$ cat config.mk
export PLATFORM = sky130hd
export DESIGN_NAME = next_fit_id_allocator_flat
export DESIGN_NICKNAME = d
export VERILOG_FILES = /design/src/hw/rtl/nfa_pkg.sv /design/src/hw/rtl/nfa_ifs.sv /design/src/hw/rtl/next_fit_id_allocator.sv /design/src/hw/rtl/nfa_mark_store.sv /design/src/hw/rtl/nfa_word_scan.sv /design/src/flat_wrapper.sv
export VERILOG_INCLUDE_DIRS = /design/src /design/src/hw/rtl
export SDC_FILE = /design/constraint.sdc
export NUM_CORES = 1
export LEC_CHECK = 0
export BUFFER_PORTS_ARGS = -buffer_cell sky130_fd_sc_hd__buf_4
export CAP_MARGIN = 20
export CORE_MARGIN = 4
export CORE_UTILIZATION = 30
export CTS_CLUSTER_DIAMETER = 80
export CTS_CLUSTER_SIZE = 10
export DETAILED_ROUTE_END_ITERATION = 16
export SLEW_MARGIN = 20
export SYNTH_ARGS = -nofsm -noshare
export SYNTH_HDL_FRONTEND = slang
export SYNTH_SLANG_ARGS = --single-unit
export TNS_END_PERCENT = 20
$ cat constraint.sdc
create_clock -name clk_i -period 6.65 [get_ports clk_i]
set_input_delay 0.3325 -clock clk_i [delete_from_list [all_inputs] [get_ports clk_i]]
set_output_delay 0.3325 -clock clk_i [all_outputs]
set_load 0.01 [all_outputs]
$ cat src/hw/rtl/assert_macros.svh
// Assertion macros of the identifier allocator, used by its top RTL file.
`ifndef ASSERT_MACROS_SVH
`define ASSERT_MACROS_SVH

`ifndef SYNTHESIS
// Property must hold at every rising clock edge outside reset.
`define NFA_ASSERT(lbl, clk, rst_n, prop) \
  lbl: assert property (@(posedge clk) disable iff (!rst_n) prop) \
    else $error("assertion failed");
// Condition must never be true at a rising clock edge outside reset.
`define NFA_ASSERT_NEVER(lbl, clk, rst_n, cond) \
  lbl: assert property (@(posedge clk) disable iff (!rst_n) !(cond)) \
    else $error("forbidden condition seen");
`else
`define NFA_ASSERT(lbl, clk, rst_n, prop)
`define NFA_ASSERT_NEVER(lbl, clk, rst_n, cond)
`endif

`endif

$ cat src/hw/rtl/nfa_pkg.sv
// Package with sizes, types and helpers of the identifier allocator.
package nfa_pkg;

  // Identifier width and the derived geometry of the used-mark store.
  localparam int ID_BITS  = 10;
  localparam int ID_COUNT = 1 << ID_BITS;
  localparam int WORD_W   = (ID_BITS >= 5) ? 32 : (1 << ID_BITS);
  localparam int BIT_W    = $clog2(WORD_W);
  localparam int WORDS    = ID_COUNT / WORD_W;
  localparam int WIDX_W   = (WORDS > 1) ? $clog2(WORDS) : 1;
  localparam int STEP_W   = $clog2(WORDS + 2);

  typedef logic [ID_BITS-1:0] id_t;
  typedef logic [WORD_W-1:0]  word_t;
  typedef logic [WIDX_W-1:0]  widx_t;
  typedef logic [BIT_W-1:0]   bidx_t;
  typedef logic [STEP_W-1:0]  step_t;

  localparam id_t   ID_NONE   = {ID_BITS{1'b1}};
  localparam widx_t WIDX_MASK = widx_t'(WORDS - 1);

  // Request codes.
  localparam logic MODE_ALLOC   = 1'b0;
  localparam logic MODE_RELEASE = 1'b1;

  // Which part of a word the search may take during one step.
  typedef enum logic [1:0] {
    SCAN_HEAD = 2'd0,
    SCAN_BODY = 2'd1,
    SCAN_TAIL = 2'd2
  } scan_kind_e;

  // Access to the used-mark store: one read and one write per cycle.
  typedef struct packed {
    logic  rd_en;
    widx_t rd_addr;
    logic  wr_en;
    widx_t wr_addr;
    word_t wr_data;
  } mark_req_t;

  // Word that holds the mark of an identifier.
  function automatic widx_t word_of(id_t id);
    id_t t;
    t = id >> BIT_W;
    return t[WIDX_W-1:0];
  endfunction

  // Identifier from a word index and a bit position.
  function automatic id_t make_id(widx_t w, bidx_t b);
    id_t t;
    t = id_t'(w);
    return (t << BIT_W) | id_t'(b);
  endfunction

endpackage

$ cat src/hw/rtl/nfa_ifs.sv
// Request and response channel interfaces of the identifier allocator.
interface nfa_req_if import nfa_pkg::*; ();
  logic valid;
  logic ready;
  logic mode;
  id_t  release_id;

  modport source (output valid, output mode, output release_id, input ready);
  modport sink   (input valid, input mode, input release_id, output ready);
endinterface

interface nfa_rsp_if import nfa_pkg::*; ();
  logic valid;
  logic ready;
  id_t  granted_id;
  logic success;

  modport source (output valid, output granted_id, output success, input ready);
  modport sink   (input valid, input granted_id, input success, output ready);
endinterface

$ cat src/hw/rtl/next_fit_id_allocator.sv
// Allocation: up to words + 1 = 33 word reads, one per cycle, each judged in the next cycle by the
// shared search unit; the result is then loaded into the output register.
// Release: read the word, modify and write it back, then load the result into the output register.
// One request is in flight at a time; a stalled result holds the block in its done state.
// Reset: marks read as free at once through row valid bits, hint set to one,
// no clearing pass, so a request is taken as soon as reset is released.
`include "assert_macros.svh"

module next_fit_id_allocator import nfa_pkg::*; (
  input  logic              clk_i,
  input  logic              rst_ni,
  nfa_req_if.sink           req_i,
  nfa_rsp_if.source         rsp_o
);

  typedef enum logic [4:0] {
    ST_IDLE   = 5'b00001,
    ST_SCAN   = 5'b00010,
    ST_REL_RD = 5'b00100,
    ST_REL_WR = 5'b01000,
    ST_DONE   = 5'b10000
  } state_e;

  state_e     state_q, state_d;
  id_t        hint_q, hint_d;
  widx_t      base_w_q, base_w_d;
  bidx_t      hb_q, hb_d;
  step_t      iss_cnt_q, iss_cnt_d;
  logic       ev_vld_q, ev_vld_d;
  widx_t      ev_widx_q, ev_widx_d;
  scan_kind_e ev_kind_q, ev_kind_d;
  id_t        rel_id_q, rel_id_d;
  id_t        res_id_q, res_id_d;
  logic       res_ok_q, res_ok_d;
  logic       out_vld_q, out_vld_d;
  id_t        out_id_q, out_id_d;
  logic       out_ok_q, out_ok_d;

  mark_req_t  mreq;
  word_t      mark_rdata;
  id_t        start_h;
  widx_t      iss_widx;
  scan_kind_e iss_kind;
  logic       scan_found;
  bidx_t      scan_bit;
  id_t        scan_id;
  bidx_t      rel_bit;
  logic       scan_hit;

  nfa_mark_store u_store (
    .clk_i     (clk_i),
    .rst_ni    (rst_ni),
    .req_i     (mreq),
    .rd_data_o (mark_rdata)
  );

  nfa_word_scan u_scan (
    .data_i     (mark_rdata),
    .widx_i     (ev_widx_q),
    .kind_i     (ev_kind_q),
    .hint_bit_i (hb_q),
    .found_o    (scan_found),
    .bit_o      (scan_bit)
  );

  // Word and range of the next search step, wrapping past the last word.
  assign iss_widx = (base_w_q + iss_cnt_q[WIDX_W-1:0]) & WIDX_MASK;
  always_comb begin
    if (iss_cnt_q == '0) begin
      iss_kind = SCAN_HEAD;
    end else if (iss_cnt_q == step_t'(WORDS)) begin
      iss_kind = SCAN_TAIL;
    end else begin
      iss_kind = SCAN_BODY;
    end
  end

  assign scan_id  = make_id(ev_widx_q, scan_bit);
  assign rel_bit  = rel_id_q[BIT_W-1:0];
  assign start_h  = (hint_q == '0) ? id_t'(1) : hint_q;
  assign scan_hit = (state_q == ST_SCAN) && ev_vld_q && scan_found;

  assign req_i.ready = (state_q == ST_IDLE);

  // Sequencer.
  always_comb begin
    state_d   = state_q;
    hint_d    = hint_q;
    base_w_d  = base_w_q;
    hb_d      = hb_q;
    iss_cnt_d = iss_cnt_q;
    ev_vld_d  = 1'b0;
    ev_widx_d = ev_widx_q;
    ev_kind_d = ev_kind_q;
    rel_id_d  = rel_id_q;
    res_id_d  = res_id_q;
    res_ok_d  = res_ok_q;
    out_vld_d = out_vld_q && !rsp_o.ready;
    out_id_d  = out_id_q;
    out_ok_d  = out_ok_q;
    mreq      = '0;

    case (state_q)
      ST_IDLE: begin
        if (req_i.valid) begin
          if (req_i.mode == MODE_RELEASE) begin
            rel_id_d = req_i.release_id;
            state_d  = ST_REL_RD;
          end else begin
            base_w_d  = word_of(start_h);
            hb_d      = start_h[BIT_W-1:0];
            iss_cnt_d = '0;
            state_d   = ST_SCAN;
          end
        end
      end

      ST_SCAN: begin
        // Issue one word read per cycle.
        if (iss_cnt_q <= step_t'(WORDS)) begin
          mreq.rd_en   = 1'b1;
          mreq.rd_addr = iss_widx;
          ev_vld_d     = 1'b1;
          ev_widx_d    = iss_widx;
          ev_kind_d    = iss_kind;
          iss_cnt_d    = iss_cnt_q + step_t'(1);
        end
        // Judge the word read in the previous cycle.
        if (ev_vld_q) begin
          if (scan_found) begin
            mreq.wr_en   = 1'b1;
            mreq.wr_addr = ev_widx_q;
            mreq.wr_data = mark_rdata | (word_t'(1) << scan_bit);
            hint_d       = scan_id + id_t'(1);
            res_id_d     = scan_id;
            res_ok_d     = 1'b1;
            state_d      = ST_DONE;
          end else if (ev_kind_q == SCAN_TAIL) begin
            res_id_d = ID_NONE;
            res_ok_d = 1'b0;
            state_d  = ST_DONE;
          end
        end
      end

      ST_REL_RD: begin
        mreq.rd_en   = 1'b1;
        mreq.rd_addr = word_of(rel_id_q);
        state_d      = ST_REL_WR;
      end

      ST_REL_WR: begin
        mreq.wr_en   = 1'b1;
        mreq.wr_addr = word_of(rel_id_q);
        mreq.wr_data = mark_rdata & ~(word_t'(1) << rel_bit);
        res_id_d     = rel_id_q;
        res_ok_d     = mark_rdata[rel_bit];
        state_d      = ST_DONE;
      end

      ST_DONE: begin
        // Load the output register once it is free or being drained.
        if (!out_vld_q || rsp_o.ready) begin
          out_vld_d = 1'b1;
          out_id_d  = res_id_q;
          out_ok_d  = res_ok_q;
          state_d   = ST_IDLE;
        end
      end

      default: begin
        state_d = ST_IDLE;
      end
    endcase
  end

  // Control registers.
  always_ff @(posedge clk_i or negedge rst_ni) begin
    if (!rst_ni) begin
      state_q   <= ST_IDLE;
      hint_q    <= id_t'(1);
      iss_cnt_q <= '0;
      ev_vld_q  <= 1'b0;
      out_vld_q <= 1'b0;
    end else begin
      state_q   <= state_d;
      hint_q    <= hint_d;
      iss_cnt_q <= iss_cnt_d;
      ev_vld_q  <= ev_vld_d;
      out_vld_q <= out_vld_d;
    end
  end

  // Payload registers.
  always_ff @(posedge clk_i) begin
    base_w_q  <= base_w_d;
    hb_q      <= hb_d;
    ev_widx_q <= ev_widx_d;
    ev_kind_q <= ev_kind_d;
    rel_id_q  <= rel_id_d;
    res_id_q  <= res_id_d;
    res_ok_q  <= res_ok_d;
    out_id_q  <= out_id_d;
    out_ok_q  <= out_ok_d;
  end

  assign rsp_o.valid      = out_vld_q;
  assign rsp_o.granted_id = out_id_q;
  assign rsp_o.success    = out_ok_q;

  // A granted identifier is never zero and never the failure code.
  `NFA_ASSERT_NEVER(a_grant_legal, clk_i, rst_ni, scan_hit && (scan_id == '0 || scan_id == ID_NONE))
  // The hint follows the identifier just granted.
  `NFA_ASSERT(a_hint_follows, clk_i, rst_ni, scan_hit |=> (hint_q == $past(scan_id) + id_t'(1)))
  // The search never runs past the wrapped tail step.
  `NFA_ASSERT(a_scan_bound, clk_i, rst_ni, (state_q == ST_SCAN) |-> (iss_cnt_q <= step_t'(WORDS + 1)))
  // An accepted request always leaves the idle state.
  `NFA_ASSERT(a_leave_idle, clk_i, rst_ni, (req_i.valid && req_i.ready) |=> (state_q != ST_IDLE))

endmodule

$ cat src/hw/rtl/nfa_mark_store.sv
// Used-mark store: one word memory with per-row valid bits cleared at reset.
module nfa_mark_store import nfa_pkg::*; (
  input  logic      clk_i,
  input  logic      rst_ni,
  input  mark_req_t req_i,
  output word_t     rd_data_o
);

  word_t              mem_q [WORDS];
  logic [WORDS-1:0]   row_vld_q;
  word_t              rdata_q;
  logic               rvld_q;

  // Memory array: registered read, single write port.
  always_ff @(posedge clk_i) begin
    if (req_i.wr_en) begin
      mem_q[req_i.wr_addr] <= req_i.wr_data;
    end
    if (req_i.rd_en) begin
      rdata_q <= mem_q[req_i.rd_addr];
    end
  end

  // A row never written since reset reads as all free.
  always_ff @(posedge clk_i or negedge rst_ni) begin
    if (!rst_ni) begin
      row_vld_q <= '0;
      rvld_q    <= 1'b0;
    end else begin
      if (req_i.wr_en) begin
        row_vld_q[req_i.wr_addr] <= 1'b1;
      end
      if (req_i.rd_en) begin
        rvld_q <= row_vld_q[req_i.rd_addr];
      end
    end
  end

  assign rd_data_o = rvld_q ? rdata_q : '0;

endmodule

$ cat src/hw/rtl/nfa_word_scan.sv
// Search unit: masks one mark word and finds its lowest free identifier.
module nfa_word_scan import nfa_pkg::*; (
  input  word_t      data_i,
  input  widx_t      widx_i,
  input  scan_kind_e kind_i,
  input  bidx_t      hint_bit_i,
  output logic       found_o,
  output bidx_t      bit_o
);

  word_t cand;

  // Free bits inside the allowed range, never identifier zero or all ones.
  always_comb begin
    for (int i = 0; i < WORD_W; i++) begin
      case (kind_i)
        SCAN_HEAD: cand[i] = !data_i[i] && (bidx_t'(i) >= hint_bit_i);
        SCAN_TAIL: cand[i] = !data_i[i] && (bidx_t'(i) < hint_bit_i);
        SCAN_BODY: cand[i] = !data_i[i];
        default:   cand[i] = 1'b0;
      endcase
      if (widx_i == '0 && i == 0) begin
        cand[i] = 1'b0;
      end
      if (widx_i == WIDX_MASK && i == WORD_W - 1) begin
        cand[i] = 1'b0;
      end
    end
  end

  // Priority encoder, lowest position wins.
  always_comb begin
    bit_o = '0;
    for (int i = WORD_W - 1; i >= 0; i--) begin
      if (cand[i]) begin
        bit_o = bidx_t'(i);
      end
    end
  end

  assign found_o = |cand;

endmodule
$ cat src/flat_wrapper.sv
// flat-port wrapper written by rule: the top's interface ports become plain ports
module next_fit_id_allocator_flat import nfa_pkg::*;
  (clk_i, rst_ni, req_i_valid, req_i_mode, req_i_release_id, req_i_ready, rsp_o_valid, rsp_o_granted_id, rsp_o_success, rsp_o_ready);
  nfa_req_if req_i_i ();
  nfa_rsp_if rsp_o_i ();
  input  logic clk_i;
  input  logic rst_ni;
  input wire logic [$bits(req_i_i.valid)-1:0] req_i_valid;
  input wire logic [$bits(req_i_i.mode)-1:0] req_i_mode;
  input wire logic [$bits(req_i_i.release_id)-1:0] req_i_release_id;
  output wire logic [$bits(req_i_i.ready)-1:0] req_i_ready;
  output wire logic [$bits(rsp_o_i.valid)-1:0] rsp_o_valid;
  output wire logic [$bits(rsp_o_i.granted_id)-1:0] rsp_o_granted_id;
  output wire logic [$bits(rsp_o_i.success)-1:0] rsp_o_success;
  input wire logic [$bits(rsp_o_i.ready)-1:0] rsp_o_ready;
  assign req_i_i.valid = req_i_valid;
  assign req_i_i.mode = req_i_mode;
  assign req_i_i.release_id = req_i_release_id;
  assign req_i_ready = req_i_i.ready;
  assign rsp_o_valid = rsp_o_i.valid;
  assign rsp_o_granted_id = rsp_o_i.granted_id;
  assign rsp_o_success = rsp_o_i.success;
  assign rsp_o_i.ready = rsp_o_ready;
  next_fit_id_allocator u_core (.clk_i(clk_i), .rst_ni(rst_ni), .req_i(req_i_i), .rsp_o(rsp_o_i));
endmodule
== Word-level counts from Yosys, hierarchy flattened ==
Memories as Yosys holds them, arrays and structs flattened. A register that Yosys moved wholly into a read port is not among the register bits.
Cells that the tools add are included.

* Register bits after elaboration: 105
* Memory bits (writable): 1024
* Output and inout bits: 13
* Memories: 1

* Add/subtract/negate cells: 3
* $lt $le $gt $ge: 69
* Equal/unequal tests: 15
* Shift-type cells: 2
* Multiplexer cells: 104
* Bitwise logic cells: 6
* Reductions and logical operators: 116

{| class="wikitable"
|+ Memory list
! name !! words !! bits a word !! read ports !! clocked after Yosys merged registers in !! wr ports !! line !! RTL
|-
| u_core.u_store.mem_q || 32 || 32 || 1 || 1 || 1 || nfa_mark_store.sv:9 || <nowiki>word_t mem_q [WORDS];</nowiki>
|}

{| class="wikitable"
|+ Operators with widths
! cell !! number
|-
| 5-bit 2-to-1 mux || 37
|-
| 1-bit case mux with 3 select lines || 32
|-
| 5-bit greater-or-equal comparator, first input constant || 16
|-
| 5-bit < comparator, first input constant || 16
|-
| 38-bit 2-to-1 mux || 2
|-
| 38-bit case mux with 2 select lines || 1
|-
| 1-bit logical AND || 66
|-
| 32-bit bitwise OR || 2
|-
| 1-bit by 5-bit << shifter with 32-bit output, first input constant || 2
|-
| 4-bit by 5-bit greater-or-equal comparator with 1-bit output, first input constant || 8
|-
| 4-bit by 5-bit < comparator with 1-bit output, first input constant || 8
|-
| 1-bit logical NOT || 34
|-
| 32-bit bitwise AND || 1
|-
| 32-bit 2-to-1 mux || 1
|-
| 32-bit NOT || 1
|-
| 32-bit OR reduction || 1
|-
| 10-bit 2-to-1 mux || 3
|-
| 5-bit case mux with 5 select lines || 1
|-
| 6-bit 2-to-1 mux || 4
|-
| 6-bit case mux with 2 select lines || 2
|-
| 3-bit by 5-bit greater-or-equal comparator with 1-bit output, first input constant || 4
|-
| 3-bit by 5-bit < comparator with 1-bit output, first input constant || 4
|-
| 10-bit case mux with 2 select lines || 1
|-
| 5-bit by 6-bit < comparator with 1-bit output, second input constant || 3
|-
| other kinds (37) || 65
|}

== Logic depth before layout (Yosys ltp) ==
Gate-level depths: netlist of run 1.

* Depth in word-level cells: 47
* Depth in mapped cells: 16

== By module ==
From an unflattened synthesis of run 1, not the netlist that was laid out.

* Cell total of the unflattened synthesis: 2372
* Area, all modules: 47344.2 µm²

{| class="wikitable"
|+ Modules (own cells, without submodules)
! module !! times used !! cells an instance !! area each (µm²) !! sequential area each (µm²)
|-
| nfa_mark_store || 1 || 1672 || 41411.0 || 32536.2
|-
| next_fit_id_allocator || 1 || 437 || 4294.1 || 2049.5
|-
| nfa_word_scan || 1 || 263 || 1639.1 || 0.0
|}

== Worst setup path after synthesis of run 1 ==
Ideal clock, no wire load.

* Path kind: register to register
* From: register u_core.ev_widx_q[3]
* To: memory u_core.u_store.mem_q[28][0] (netlist bit) (enable)
* Arrival: 4673 ps
* Data required time: 6187 ps
* Path slack: 1514 ps
* Stages on the path, launching flop included: 12
* Buffers on the path: 3
* Clock period less this slack: 5136 ps
* Cells stage by stage: edfxtp_1 > buf_2 > or3_1 > o31a_1 > a221oi_2 > a2bb2oi_2 > nand4_1 > buf_4 > o221ai_1 > o211ai_2 > buf_2 > nor3_1

* Cells in the longest elaborated chain, start to end: 8
* Elaborated cells on any way between the ends: 10
* Those cells by class: eq/ne (1); mux (7); reduce/logical (2)

{| class="wikitable"
|+ RTL lines
! element !! line !! RTL
|-
| start: declaration || next_fit_id_allocator.sv:30 || <nowiki>widx_t ev_widx_q, ev_widx_d;</nowiki>
|-
| start signal: assignment || next_fit_id_allocator.sv:198 || <nowiki>ev_widx_q <= ev_widx_d;</nowiki>
|-
| 5-bit equality test or 5-bit logical NOT (tied branches) || - ||
|-
| 1-bit 2-to-1 mux, on equally long branches || nfa_word_scan.sv:25, nfa_word_scan.sv:22 ||
|-
| 32-bit OR reduction || nfa_word_scan.sv:41 || <nowiki>assign found_o = |cand;</nowiki>
|-
| 38-bit 2-to-1 mux (*) || next_fit_id_allocator.sv:130 || <nowiki>if (scan_found) begin</nowiki>
|-
| 38-bit 2-to-1 mux (*) || next_fit_id_allocator.sv:129 || <nowiki>if (ev_vld_q) begin</nowiki>
|-
| 38-bit case mux with 2 select lines (*) || next_fit_id_allocator.sv:103 || <nowiki>case (state_q)</nowiki>
|-
| 1-bit 2-to-1 mux || nfa_mark_store.sv:16 || <nowiki>if (req_i.wr_en) begin</nowiki>
|-
| 1-bit 2-to-1 mux (not written as such) || nfa_mark_store.sv:17 || <nowiki>mem_q[req_i.wr_addr] <= req_i.wr_data;</nowiki>
|-
| end: declaration || nfa_mark_store.sv:9 ||
|}

Mark *: on every way between the ends. The rest lies on a longest branch, timed or not.

==> flow_summary_export.csv, run 1 <==
group,metric,value,unit
power_and_ir_drop,p_sw_share,27.9,%
setup_path,worstSetupStartpointType,"flop",
setup_path,critPathMaxFanout,46,
synth,synthTopCellsByArea,"edfxtp_1, nand2_1, a311oi_1",
floorplan,fp.dieW,414,um
clock_network,cts_hold_buf,14,
synth,async_reset_ff_share,4.82,%
place,numPortBuffers,27,
power_and_ir_drop,ir_worst_vdd,211,uV
timing,period_minus_slack,5.50,ns
synth,ys_types,102,
power_and_ir_drop,combPwrFrac,15.4,%
setup_path,required,6.95,ns
hold_path,min_from,"rsp_o_ready",
routing,wirelength,143000,um
floorplan,row_count,148,
clock_network,cts.repair.resized,0,
synth,ys.flop_type,"edfxtp_1",
timing,skew,0.0242,ns
setup_path,crit_type,"flop to flop",
synth,syn-cell-area,49400,sq um
timing,rsz0062_at_grt,"false",
timing,hold_viol,0,
final_layout,diodes,0,
final_layout,drive_above_1_share,10.6,%
place,placed_area,52800,sq um
setup_path,rr_startpoint,"u_core.hb_q[1]",
clock_network,clock_sinks,1161,
synth,yosys.area.top_type,"edfxtp_1",
setup_path,startpoint,"u_core.hb_q[1]",
routing,vias_per_cell,5.35,
final_layout,synthToLayoutAreaGrowth,14.7,%
routing,first_pass_iters,6,
final_layout,stdcell_area,56700,sq um
timing,period_share,82.8,%
floorplan,dieArea,171000,sq um
floorplan,core,163000,sq um
timing,tns,0,ns
synth,synth_top_area_share,67.1,%
floorplan,die_h,414,um
flow_run,cap_violations,0,
routing,wire_per_inst,23.0,um
clock_network,clkTransAtPathRegs,0.05,ns
routing,via_count,33200,
synth,synth-seq-cells,1161,
setup_path,critical_path_arrival,5.80,ns
synth,ys_warn_count,0,
final_layout,utilization,34.7,%
synth,synth_fp_nets,4026,
power_and_ir_drop,power.total,17.6,mW
synth,avgSynthCellArea,12.4,sq um
clock_network,cts_max_path_buffers,3,
timing,finalSetupViolations,0,
hold_path,hold_class,"primary input to flop",
timing,finalMaxSlewViolations,0,
floorplan,ioPinCount,28,
place,dp_slack,1.31,ns
synth,yosysSeqAreaShare,69.9,%
global_routing,grt-ovfl-total,0,
global_routing,grt_pass1_wl,211000,um
floorplan,floorplan.initialDensity,30.3,%
power_and_ir_drop,seqPwrFrac,47.4,%
routing,ant_nets,0,
global_routing,first_global_vias,31300,
setup_path,cp-end-kind,"flop",
power_and_ir_drop,pwr-share-clk,37.2,%
clock_network,htreeDepth,4,
clock_network,clk_latency,0.75,ns
clock_network,cts-root-buf,"clkbuf_16",
power_and_ir_drop,power.leakage,20.0,nW
synth,synth_cells,3999,
global_routing,grt.total_usage,16.3,%
place,dp_hpwl,81100,um
power_and_ir_drop,intPower,12.7,mW
timing,max_slew.worst_pin.slew,1.14,ns
timing,setup_ws,1.15,ns
run_status,status,"completed",
global_routing,grt_max_degree,211,
timing,max_freq,182,MHz
place,routabilityCongestion,0.903,
clock_network,post_cts_buffers,0,
global_routing,antenna_found_initial,2,
routing,drt_iter0_drc,3752,
power_and_ir_drop,switchingPower,4.92,mW
clock_network,cts_tree,"done",
clock_network,cts_made_buffers,135,
timing,relSlewSlack,24.3,%
power_and_ir_drop,power_density,310,nW/um^2
final_layout,nNetsFinal,4037,
routing,drc,0,
synth,synth_edf_count,1105,
## final cells by class
class,instances,area [sq um]
fillers,15800,107000
flip-flops and latches,1161,34600
multi-input cells,2517,13800
clock buffers,156,3500
well taps,2175,2720
repair buffers,179,1770
clock inverters,16,254
inverters,16,60.1
## per-layer routing
layer	wire length (um)	track usage, %
met5	0	0
met4	4860	5.77
met3	10600	2.81
met2	66400	25.4
met1	61300	22.9
## sequential cells by signal (all words and copies together) (netlist names)
name and cells:
u_core.hb_q 5, u_core.res_id_q 10, u_core.u_store.row_vld_q 32, u_core.u_store.mem_q 1024, u_core.ev_widx_q 5, u_core.base_w_q 5
u_core.iss_cnt_q 6, u_core.u_store.rdata_q 32, u_core.rsp_o.success 1, u_core.ev_vld_q 1, u_core.u_store.rvld_q 1, u_core.rel_id_q 10
u_core.rsp_o.granted_id 10, u_core.state_q 5, u_core.ev_kind_q 2, u_core.hint_q 10, u_core.res_ok_q 1, u_core.rsp_o.valid 1
## placed cells by master (no fill, tap or decap), types with 14 or more instances in the layout
| cell type | count |
|---|---|
| a211oi_1 | 40 |
| a21o_1 | 54 |
| a21oi_1 | 85 |
| a311oi_1 | 201 |
| a31oi_1 | 83 |
| and2_1 | 15 |
| and3_1 | 142 |
| buf_12 | 26 |
| buf_4 | 135 |
| clkbuf_1 | 19 |
| clkbuf_16 | 137 |
| dfrtp_1 | 53 |
| dlygate4sd3_1 | 14 |
| edfxtp_1 | 1105 |
| nand2_1 | 1143 |
| nand3_1 | 293 |
| nor2_1 | 54 |
| nor2_4 | 19 |
| nor3_1 | 15 |
| o21ai_0 | 75 |
| o21bai_1 | 17 |
## logic make-up (layout without fill, tap and decap cells)
kind of cell             after synthesis  in the layout  share of synthesized area, %
AO/OA/AOI/OAI                        705            705                          10.5
buffers and inverters                321            367                          2.80
flip-flops                          1161           1161                          69.9
XOR/XNOR                              16             16                         0.283
adder cells (fa/ha/maj)               13             13                         0.339
AND/OR/NAND/NOR                     1770           1770                          15.6
multiplexers                          13             13                         0.499
## metrics by stage
stage	cells	hold WS (ns)
2_1_floorplan	3999	0.0369
3_3_place_gp	6028	0.405
3_5_place_dp	6033	0.405
4_1_cts	6219	0.0496
5_1_grt	6220	0.0759
6_report	6220	0.0558
## power by group through the flow
stage               clock [mW]  sequential (mW)  combinational (mW)
finish                    6.55             8.35                2.70
global placement             0             8.48                2.66
global route              6.97             8.35                2.91
CTS                       6.69             8.34                2.68
floorplan                    0             8.32                1.79
detailed placement           0             8.48                2.66
## worst paths after layout
check	endpoint	slack [ns]	cells after the start
min in group asynchronous	u_core.rsp_o.valid	0.22	2
min reg2reg	u_core.rsp_o.granted_id[1]	0.42	0
max reg2reg	u_core.u_store.mem_q[26][24]	1.15	12
max in group asynchronous	u_core.u_store.rvld_q	5.84	2
min	u_core.rsp_o.valid	0.06	3
max	u_core.u_store.mem_q[26][24]	1.15	12
## critical path, cell delays in order (launching register included)
cell	delay (ns)
edfxtp_1	0.89
buf_4	0.34
o211a_1	0.18
o21ai_1	0.12
a211o_1	0.35
a221oi_2	0.45
nand4_1	0.58
o21ai_4	0.48
buf_4	0.53
nor3_1	0.12
buf_4	0.20
o2bb2a_1	0.29
o21a_1	0.47
## synthesized netlist by cell type, types with 5 or more instances
cell type  count
a211o_1        6
a211oi_1      40
a21o_1        56
a21oi_1       92
a22o_1         5
a22oi_1       19
a311oi_1     201
a31o_2         5
a31oi_1       84
a41oi_1        5
and2_1        19
and3_1       142
buf_1         18
buf_2         79
buf_4          9
buf_6          6
clkbuf_1     193
dfrtp_1       54
edfxtp_1    1105
ha_1          11
inv_1         13
mux4_2         9
nand2_1     1143
nand2b_1       9
nand3_1      293
nand3b_1       5
nand4_1       11
nor2_1        73
nor3_1        23
o211ai_1       9
o21a_1         7
o21ai_0       75
o21ai_1        7
o21bai_1      17
o31ai_1       11
or2_1          9
or2_2          8
xnor2_1       10
xor2_1         6
No activity file was read; power rests on OpenSTA's default activity.
==> inputs of run 2 (changes only) <==
- clock period: 6.65 -> 5.7 ns (I/O delays scaled with it)
==> run 2 against run 1 <==
  * Combinational power is 23% higher
  * Clock skew is 0.0072 ns higher
  * Setup slack worse by 0.51 ns
  * Cell area is 0.67% higher
  * Non-clock buffer count is 38 higher
  * First-iteration DRC count is 3.3% lower
  * Global-route usage is 0.51 points higher
  * Utilization is 0.23 points higher
  * Final cell count is 0.55% higher
  * Die area stayed put
  * Highest routed layer is now met5
==> flow_summary_export.csv, run 2 (synthesis gave the netlist of run 1 again) <==
group,metric,value,unit
run_status,status,"completed",
global_routing,grt.total_usage,16.8,%
routing,vias_per_cell,5.41,
flow_run,cap_violations,0,
timing,max_freq,198,MHz
timing,rsz0062_at_grt,"false",
timing,tns,0,ns
routing,via_count,33800,
setup_path,worstSetupStartpointType,"flop",
power_and_ir_drop,power_density,361,nW/um^2
timing,relSlewSlack,26.1,%
place,routabilityCongestion,0.949,
global_routing,grt_max_degree,127,
clock_network,cts.repair.resized,0,
setup_path,critical_path_arrival,5.44,ns
floorplan,row_count,148,
clock_network,cts_tree,"done",
setup_path,cp-end-kind,"flop",
clock_network,clk_latency,0.75,ns
setup_path,critPathMostFrequentCell,"a31oi_1",
timing,period_minus_slack,5.06,ns
floorplan,fp.dieW,414,um
final_layout,final_common_cell,"nand2_1",
routing,ant_nets,0,
power_and_ir_drop,ir_worst_vdd,313,uV
setup_path,rr_startpoint,"u_core.hb_q[2]",
global_routing,first_global_vias,32000,
floorplan,ioPinCount,28,
routing,drt_iter0_drc,3627,
place,placed_cells,6070,
routing,drc,0,
timing,finalSetupViolations,0,
setup_path,rr_endpoint,"u_core.u_store.mem_q[27][26]",
floorplan,die_h,414,um
timing,period_share,88.8,%
final_layout,most-common-layout-cells,"nand2_1, edfxtp_1, nand3_1, a311oi_1, buf_4",
setup_path,critPathCapture,"u_core.u_store.mem_q[27][26]",
routing,first_pass_iters,5,
clock_network,clock_sinks,1161,
setup_path,cp_slowest_cell,"a21o_1",
place,dp_slack,0.837,ns
timing,worst_hold_slack,0.160,ns
setup_path,critical-path-top-delay-family,"compound AO/OA/AOI/OAI gates",
timing,hold_viol,0,
final_layout,seqCellArea,34600,sq um
timing,skew,0.0314,ns
routing,wirelength,147000,um
timing,finalMaxSlewViolations,0,
setup_path,required,6.08,ns
routing,wire_per_inst,23.6,um
final_layout,top_register,"u_core.u_store.mem_q",
clock_network,clkTransAtPathRegs,0.06,ns
global_routing,grt_pass1_wl,216000,um
final_layout,n_fill_cell,15700,
clock_network,cts_made_buffers,134,
floorplan,core,163000,sq um
global_routing,grt-ovfl-total,0,
clock_network,post_cts_buffers,0,
final_layout,nNetsFinal,4074,
timing,setup_ws,0.637,ns
final_layout,multi_input_area,13800,sq um
final_layout,drive_above_1_share,11.3,%
clock_network,cts_hold_buf,15,
place,numPortBuffers,27,
global_routing,antenna_found_initial,2,
final_layout,largest_reg_flops,1024,
setup_path,path_buf_inv,1,
setup_path,cp.depth,10,
floorplan,dieArea,171000,sq um
final_layout,instances_no_fill,6254,
timing,max_slew.worst_pin.slew,1.11,ns
clock_network,cts_max_path_buffers,3,
setup_path,crit_type,"flop to flop",
setup_path,startpoint,"u_core.hb_q[2]",
clock_network,htreeDepth,4,
final_layout,largest_registers,"u_core.u_store.mem_q x1024, u_core.u_store.rdata_q x32, u_core.u_store.row_vld_q x32",
setup_path,critPathMaxFanout,32,
setup_path,reg2reg_depth,10,
setup_path,reg2reg_slack,0.64,ns
floorplan,floorplan.initialDensity,30.3,%
hold_path,hold_class,"primary input to asynchronous set/reset pin",
place,dp_hpwl,82400,um
final_layout,synthToLayoutAreaGrowth,15.4,%
power_and_ir_drop,power.leakage,20.2,nW
setup_path,worst_path_largest_cell_delay,0.83,ns
setup_path,path_cells,"buf_4, and4b_1, a31oi_1, o31ai_1, a2111oi_0, or4b_1, a31oi_1, ha_1, and2_1, a21o_1",
clock_network,cts-root-buf,"clkbuf_16",
-- run 2: cell type report --
cell class                      instances  share of cell area [%]
Multi-Input combinational cell       2517                    24.2
Clock buffer                          153                    6.11
Inverter                               16                   0.105
Antenna cell                            1                 0.00438
Timing Repair Buffer                  217                    3.85
Sequential cell                      1161                    60.6
Tap cell                             2175                    4.77
Clock inverter                         14                   0.379
-- run 2: per-layer routing --
layer  part of all wire (%)  vias to the layer above  GRT usage, %
met2                     47                     1432          26.7
met1                     42                    17200          23.0
met4                    2.9                        2          5.32
li1                       -                    15000             -
met3                    8.0                      258          3.41
met5                 0.0081                        -             0
-- run 2: worst min-delay path by stage --
stage / from / to / slack, ns / depth (start not counted)
2_1_floorplan: rst_ni / u_core.ev_vld_q / -0.01 / 0
3_3_place_gp: u_core.res_id_q[2] / u_core.rsp_o.granted_id[2] / 0.40 / 0
3_5_place_dp: rst_ni / u_core.rsp_o.valid / 0.41 / 1
4_1_cts: rst_ni / u_core.rsp_o.valid / 0.16 / 2
5_1_grt: rst_ni / u_core.rsp_o.valid / 0.22 / 2
6_report: rst_ni / u_core.rsp_o.valid / 0.16 / 2
-- run 2: per-stage QoR --
step           instance area, sq um  utilization [%]  total power, mW
5_1_grt                       57100             34.9             21.3
3_3_place_gp                  53200             32.6             13.1
2_1_floorplan                 49400                -             11.8
4_1_cts                       57100             34.9             20.7
3_5_place_dp                  53200             32.6             13.1
6_report                      57100             34.9             20.6
-- run 2: where the power goes --
| group | total, mW | leakage (nW) | switching (mW) | internal (mW) |
|---|---|---|---|---|
| combinational | 3.31 | 5.37 | 2.26 | 1.05 |
| clock | 7.61 | 1.81 | 3.29 | 4.32 |
| sequential | 9.70 | 13.1 | 0.232 | 9.46 |
| total | 20.6 | 20.2 | 5.78 | 14.8 |
-- run 2: worst register-to-register path, stage by stage, from the launching register on --
cell	delay [ns]
edfxtp_1	0.81
buf_4	0.28
and4b_1	0.38
a31oi_1	0.15
o31ai_1	0.34
a2111oi_0	0.18
or4b_1	0.59
a31oi_1	0.49
ha_1	0.37
and2_1	0.24
a21o_1	0.83
